==> src/rtl/sfr_pkg.sv <==
package sfr_pkg;

  // Default sizing
  localparam int COUNT_WIDTH_DEF = 16;
  localparam int NUM_SYMBOLS_DEF = 256;

  // Operation codes
  localparam logic [1:0] OP_ADD   = 2'd0;
  localparam logic [1:0] OP_QUERY = 2'd1;
  localparam logic [1:0] OP_CLEAR = 2'd2;

  // Character constants
  localparam logic [7:0] CH_UPPER_A  = 8'd65;
  localparam logic [7:0] CH_UPPER_Z  = 8'd90;
  localparam logic [7:0] CASE_OFFSET = 8'd32;
  localparam logic [7:0] CH_SPACE    = 8'd32;
  localparam logic [7:0] CH_TAB      = 8'd9;
  localparam logic [7:0] CH_CR       = 8'd13;

  // Verdict of the ordering compare unit for one candidate bin
  typedef struct packed {
    logic nonzero;     // bin holds a count
    logic after_prev;  // sorts after the symbol chosen by the last pass
    logic beats_best;  // sorts before the best one seen so far in this pass
  } cmp_res_t;

  // One result of the block
  typedef struct packed {
    logic        found;
    logic [7:0]  symbol;
    logic [15:0] count;
    logic [8:0]  distinct;
  } res_t;

  // Space, tab, newline, vertical tab, form feed, carriage return
  function automatic logic is_space(input logic [7:0] b);
    return (b == CH_SPACE) || ((b >= CH_TAB) && (b <= CH_CR));
  endfunction

  // Upper case letters fold to lower case
  function automatic logic [7:0] fold_case(input logic [7:0] b);
    if ((b >= CH_UPPER_A) && (b <= CH_UPPER_Z)) begin
      return b + CASE_OFFSET;
    end
    return b;
  endfunction

endpackage

==> src/rtl/sfr_order_cmp.sv <==
module sfr_order_cmp #(
  parameter int COUNT_WIDTH = 16,
  parameter int SYM_W       = 8
) (
  input  logic [COUNT_WIDTH-1:0] cand_cnt,
  input  logic [SYM_W-1:0]       cand_sym,
  input  logic                   has_prev,
  input  logic [COUNT_WIDTH-1:0] prev_cnt,
  input  logic [SYM_W-1:0]       prev_sym,
  input  logic                   has_best,
  input  logic [COUNT_WIDTH-1:0] best_cnt,
  output sfr_pkg::cmp_res_t      res
);
  import sfr_pkg::*;

  // Order is count descending, then symbol ascending. Candidates arrive in
  // ascending symbol order, so an equal count never displaces the best.
  always_comb begin
    res.nonzero    = (cand_cnt != '0);
    res.after_prev = !has_prev || (cand_cnt < prev_cnt) ||
                     ((cand_cnt == prev_cnt) && (cand_sym > prev_sym));
    res.beats_best = !has_best || (cand_cnt > best_cnt);
  end

endmodule

==> config.mk <==
export PLATFORM = sky130hd
export DESIGN_NAME = sfr_order_cmp
export DESIGN_NICKNAME = d
export VERILOG_FILES = /design/src/rtl/sfr_pkg.sv /design/src/rtl/sfr_order_cmp.sv
export SDC_FILE = /design/constraint.sdc
export NUM_CORES = 1
export LEC_CHECK = 0
export BUFFER_PORTS_ARGS = -buffer_cell sky130_fd_sc_hd__buf_4
export CORE_MARGIN = 5
export CORE_UTILIZATION = 29
export DETAILED_ROUTE_END_ITERATION = 8
export PLACE_DENSITY = 0.59
export SYNTH_ARGS = -nofsm -noshare
export SYNTH_HDL_FRONTEND = slang
export SYNTH_SLANG_ARGS = --single-unit
==> constraint.sdc <==
create_clock -name vclk -period 2.7
set_input_delay 0.675 -clock vclk [all_inputs]
set_output_delay 0.675 -clock vclk [all_outputs]
set_load 0.01 [all_outputs]
; ---- Word level (Yosys, flattened, before mapping)
; Cells that the tools add are included.
[word_totals]
out_inout_bits = 3
inputBits = 66
regBits = 0
[op_classes]
reduce_logical = 7
magnitude_cmp = 3
eq_ne = 1
[ops]
columns = operator, count
row1 = == test 16 bit, 1
row2 = greater-than comparator 16 bit, 1
row3 = < comparator 16 bit, 1
row4 = nonzero test 16 bit, 1
row5 = greater-than comparator 8 bit, 1
row6 = logical OR 1 bit, 3
row7 = zero test 1 bit, 2
row8 = logical AND 1 bit, 1

; ---- Logic depth before layout (Yosys ltp)
[depth]
ltp_word = 3
ltp_mapped = 7
ltp_nobuf = 7

; ---- Least setup slack after synthesis
; No wires, ideal clock.
[synth_path]
path_type = input to output
from = in best_cnt[5]
to = out res[0] (netlist name)
path_buffers = 0
path_slack_ps = 105
arrival_time_ps = 1920
stages = 7
cell_sequence = inv_1 -> ha_1 -> a21o_1 -> a221o_1 -> a22oi_1 -> o2111ai_1 -> o22a_1
[synth_rtl]
columns = item, line_no
row1 = start: declaration, sfr_order_cmp.sv:11  ; input logic [COUNT_WIDTH-1:0] best_cnt,
row2 = end: declaration, sfr_order_cmp.sv:12  ; output sfr_pkg::cmp_res_t res

==> summary.md <==
| Metric | Value |
|---|---|
| Synth area leaders | ha_1 48%, inv_1 15%, a21oi_1 6.7% |
| Vias/cell | approximately 4.5 |
| Clkbuf count | 0 |
| Post-route insts no fill | ~280 |
| Sequential Area | 0 µm² |
| Final hold viol count | 0 |
| Synth-to-layout area growth | 77.8% |
| Multi-input gate area | approximately 1000 µm² |
| Peak supply drop | 0.0509 mV |
| Crit Path Max Fanout | 2 |
| Final Max Tran Viols | 0 |
| Sequential area share after synthesis | 0% |
| Num ports | 69 |
| # Max-Cap Violations | 0 |
| GR Overflow Total | 0 |
| Hold Crit Class | in2out |
| RePlAce Congestion | 0.818 |
| Total number of vias | 1248 |
| Worst endpoint data arrival time | 2.10 ns |
| Die span in y | between 70 and 80 µm |
| Top cells by count, synth | 41 x inv_1, 40 x ha_1, 14 x a21oi_1 |
| Leakage power | between 1 and 1.5 nW |
| Initial antenna violation count | 0 |
| Port bufs | slightly below 70 |
| Core area | about 0.0034 mm² |
| Number of global-route vias before repair | between 1000 and 1500 |
| DRT Pass-1 Iters | 4 |
| Critical path, cell by cell | buf_6 > inv_4 > ha_4 > and2_4 > a221o_1 > a22oi_1 > o2111ai_1 > o22a_1 > buf_6 |
| FFs & Latches | 0 |
| Slew margin rel. | between 70% and 80% |
| Hold depth | 4 |
| Yosys top cell by area | ha_1 |
| Global-route wire length before repair | 5.32 mm |
| Detailed-placement wirelength estimate | ~2.8 mm |
| Slowest CP cell | a221o_1 |
| Setup ws final | -0.0737 ns |
| Yosys warns | 0 |
| Placed Instances | 274 |
| Worst Path Required | between 2 and 2.5 ns |
| FILL cells | 350 |
| CP Launch Type | primary input |
| N_diodes | 0 |
| # setup viols final | 2 |
| Critical Path Max Stage Delay | 0.31 ns |
| Status | finished with violations |
| # hold bufs at CTS | 0 |
| Most common cell in the synthesized netlist | inv_1 |
| Die footprint | ~0.0049 mm² |
| Synth top area share | a little under half |
| Syn avg cell area | slightly above 7 µm² |
| Cells after Synth | between 100 and 150 |
| Synth Net Count | about 250 |
| CP Class | in2out |
| Fin crit share | 103% |
| Yosys cell types | 27 |
| Cell Pwr Density | between 100 and 150 mW/mm² |
| Slew @ Worst Pin | about 0.34 ns |
| Initial core utilization | between 30% and 40% |
| Total GRT Usage | between 10% and 20% |
| Total Routed Length | 3.07 mm |
| Nets | between 300 and 400 |
| Final min period | 2.77 ns |
| Share of layout cells above drive strength 1 | 43.7% |
| Worst setup EP type | output pin |
| Largest net degree at the start of global routing | 4 |
| Post-Syn Area | approximately 0.0010 mm² |
| Fmax | 0.361 GHz |
| Pre-CTS WS | -0.211 ns |
| # rows | 21 |
| Die Wd | ~70 µm |
| WL per Instance | between 10 and 15 µm |
| # DRC | 0 |
| Initial DRC count | 24 |
| Crit-path most repeated cell | buf_6 |
| Routed Antenna Nets | 0 |
| Violated checks | negative setup slack |
| RSZ-0062 raised after global routing | yes |
[metal layers]
| layer | wire length [µm] | GRT usage [%] |
|---|---|---|
| met1 | 1380 | 16.2 |
| met2 | 1410 | 23.0 |
| met3 | 251 | 2.30 |
| met4 | 29 | 1.06 |
| met5 | 0 | 0 |
[cell type report]
cell class / count / share of cell area [%]
inverters: 41 / 8.52
multi-input cells: 107 / 53.2
well taps: 46 / 3.09
repair buffers: 81 / 35.2
[stage by stage]
stage | cell area (µm²) | hold WS, ns | setup TNS, ns | power, mW | util, %
finish | 1860 | 1.68 | -0.115 | 0.258 | 54.6
global route | 1860 | 1.71 | -0.248 | 0.300 | 54.6
CTS | 1860 | 1.68 | -0.138 | 0.259 | 54.3
detailed placement | 1710 | 1.68 | -0.395 | 0.234 | 50.0
global placement | 1710 | 1.68 | -0.361 | 0.233 | 50.0
floorplan | 1050 | 1.47 | 0 | 0.108 | -
[layout by cell type, fill, tap and decap left out, types with 2 or more instances in the layout]
cell / n
nor3_2: 2
a221o_1: 2
nand3_1: 3
nor4_1: 4
nor2b_1: 2
inv_4: 2
o211ai_1: 2
ha_4: 7
nand4_1: 7
nand2_1: 10
buf_6: 11
inv_1: 34
o21ai_0: 4
inv_2: 5
a21oi_1: 13
nor2_1: 3
buf_4: 69
ha_1: 33
[final timing paths]
path / from / end / slack (ns)
min: cand_cnt[10] / res[2] / 1.68
max: best_cnt[6] / res[0] / -0.07
[critical path: cells and delay by family]
kind | cells | cell delay (ns)
AO/OA/AOI/OAI | 4 | 0.82
adder cells (fa/ha/maj) | 1 | 0.19
buffers and inverters | 3 | 0.25
AND/OR/NAND/NOR | 1 | 0.15
[where the power goes]
part	internal (mW)	total [mW]	switching, mW
sequential	0	0	0
clock	0	0	0
combinational	0.155	0.258	0.104
total	0.155	0.258	0.104
[cells by family after synthesis]
logic type               share of synthesized area [%]
AO/OA/AOI/OAI                                     17.8
adder cells (fa/ha/maj)                           47.7
buffers and inverters                             14.7
AND/OR/NAND/NOR                                   19.8
[what timing repair did]
item,4_1_cts,5_1_grt
pin swaps,16,2
setup endpoints to repair,2,2
buffers inserted,1,0
hold endpoints to repair,0,0
resized for setup,29,2
(Power assumes the default switching activity.)
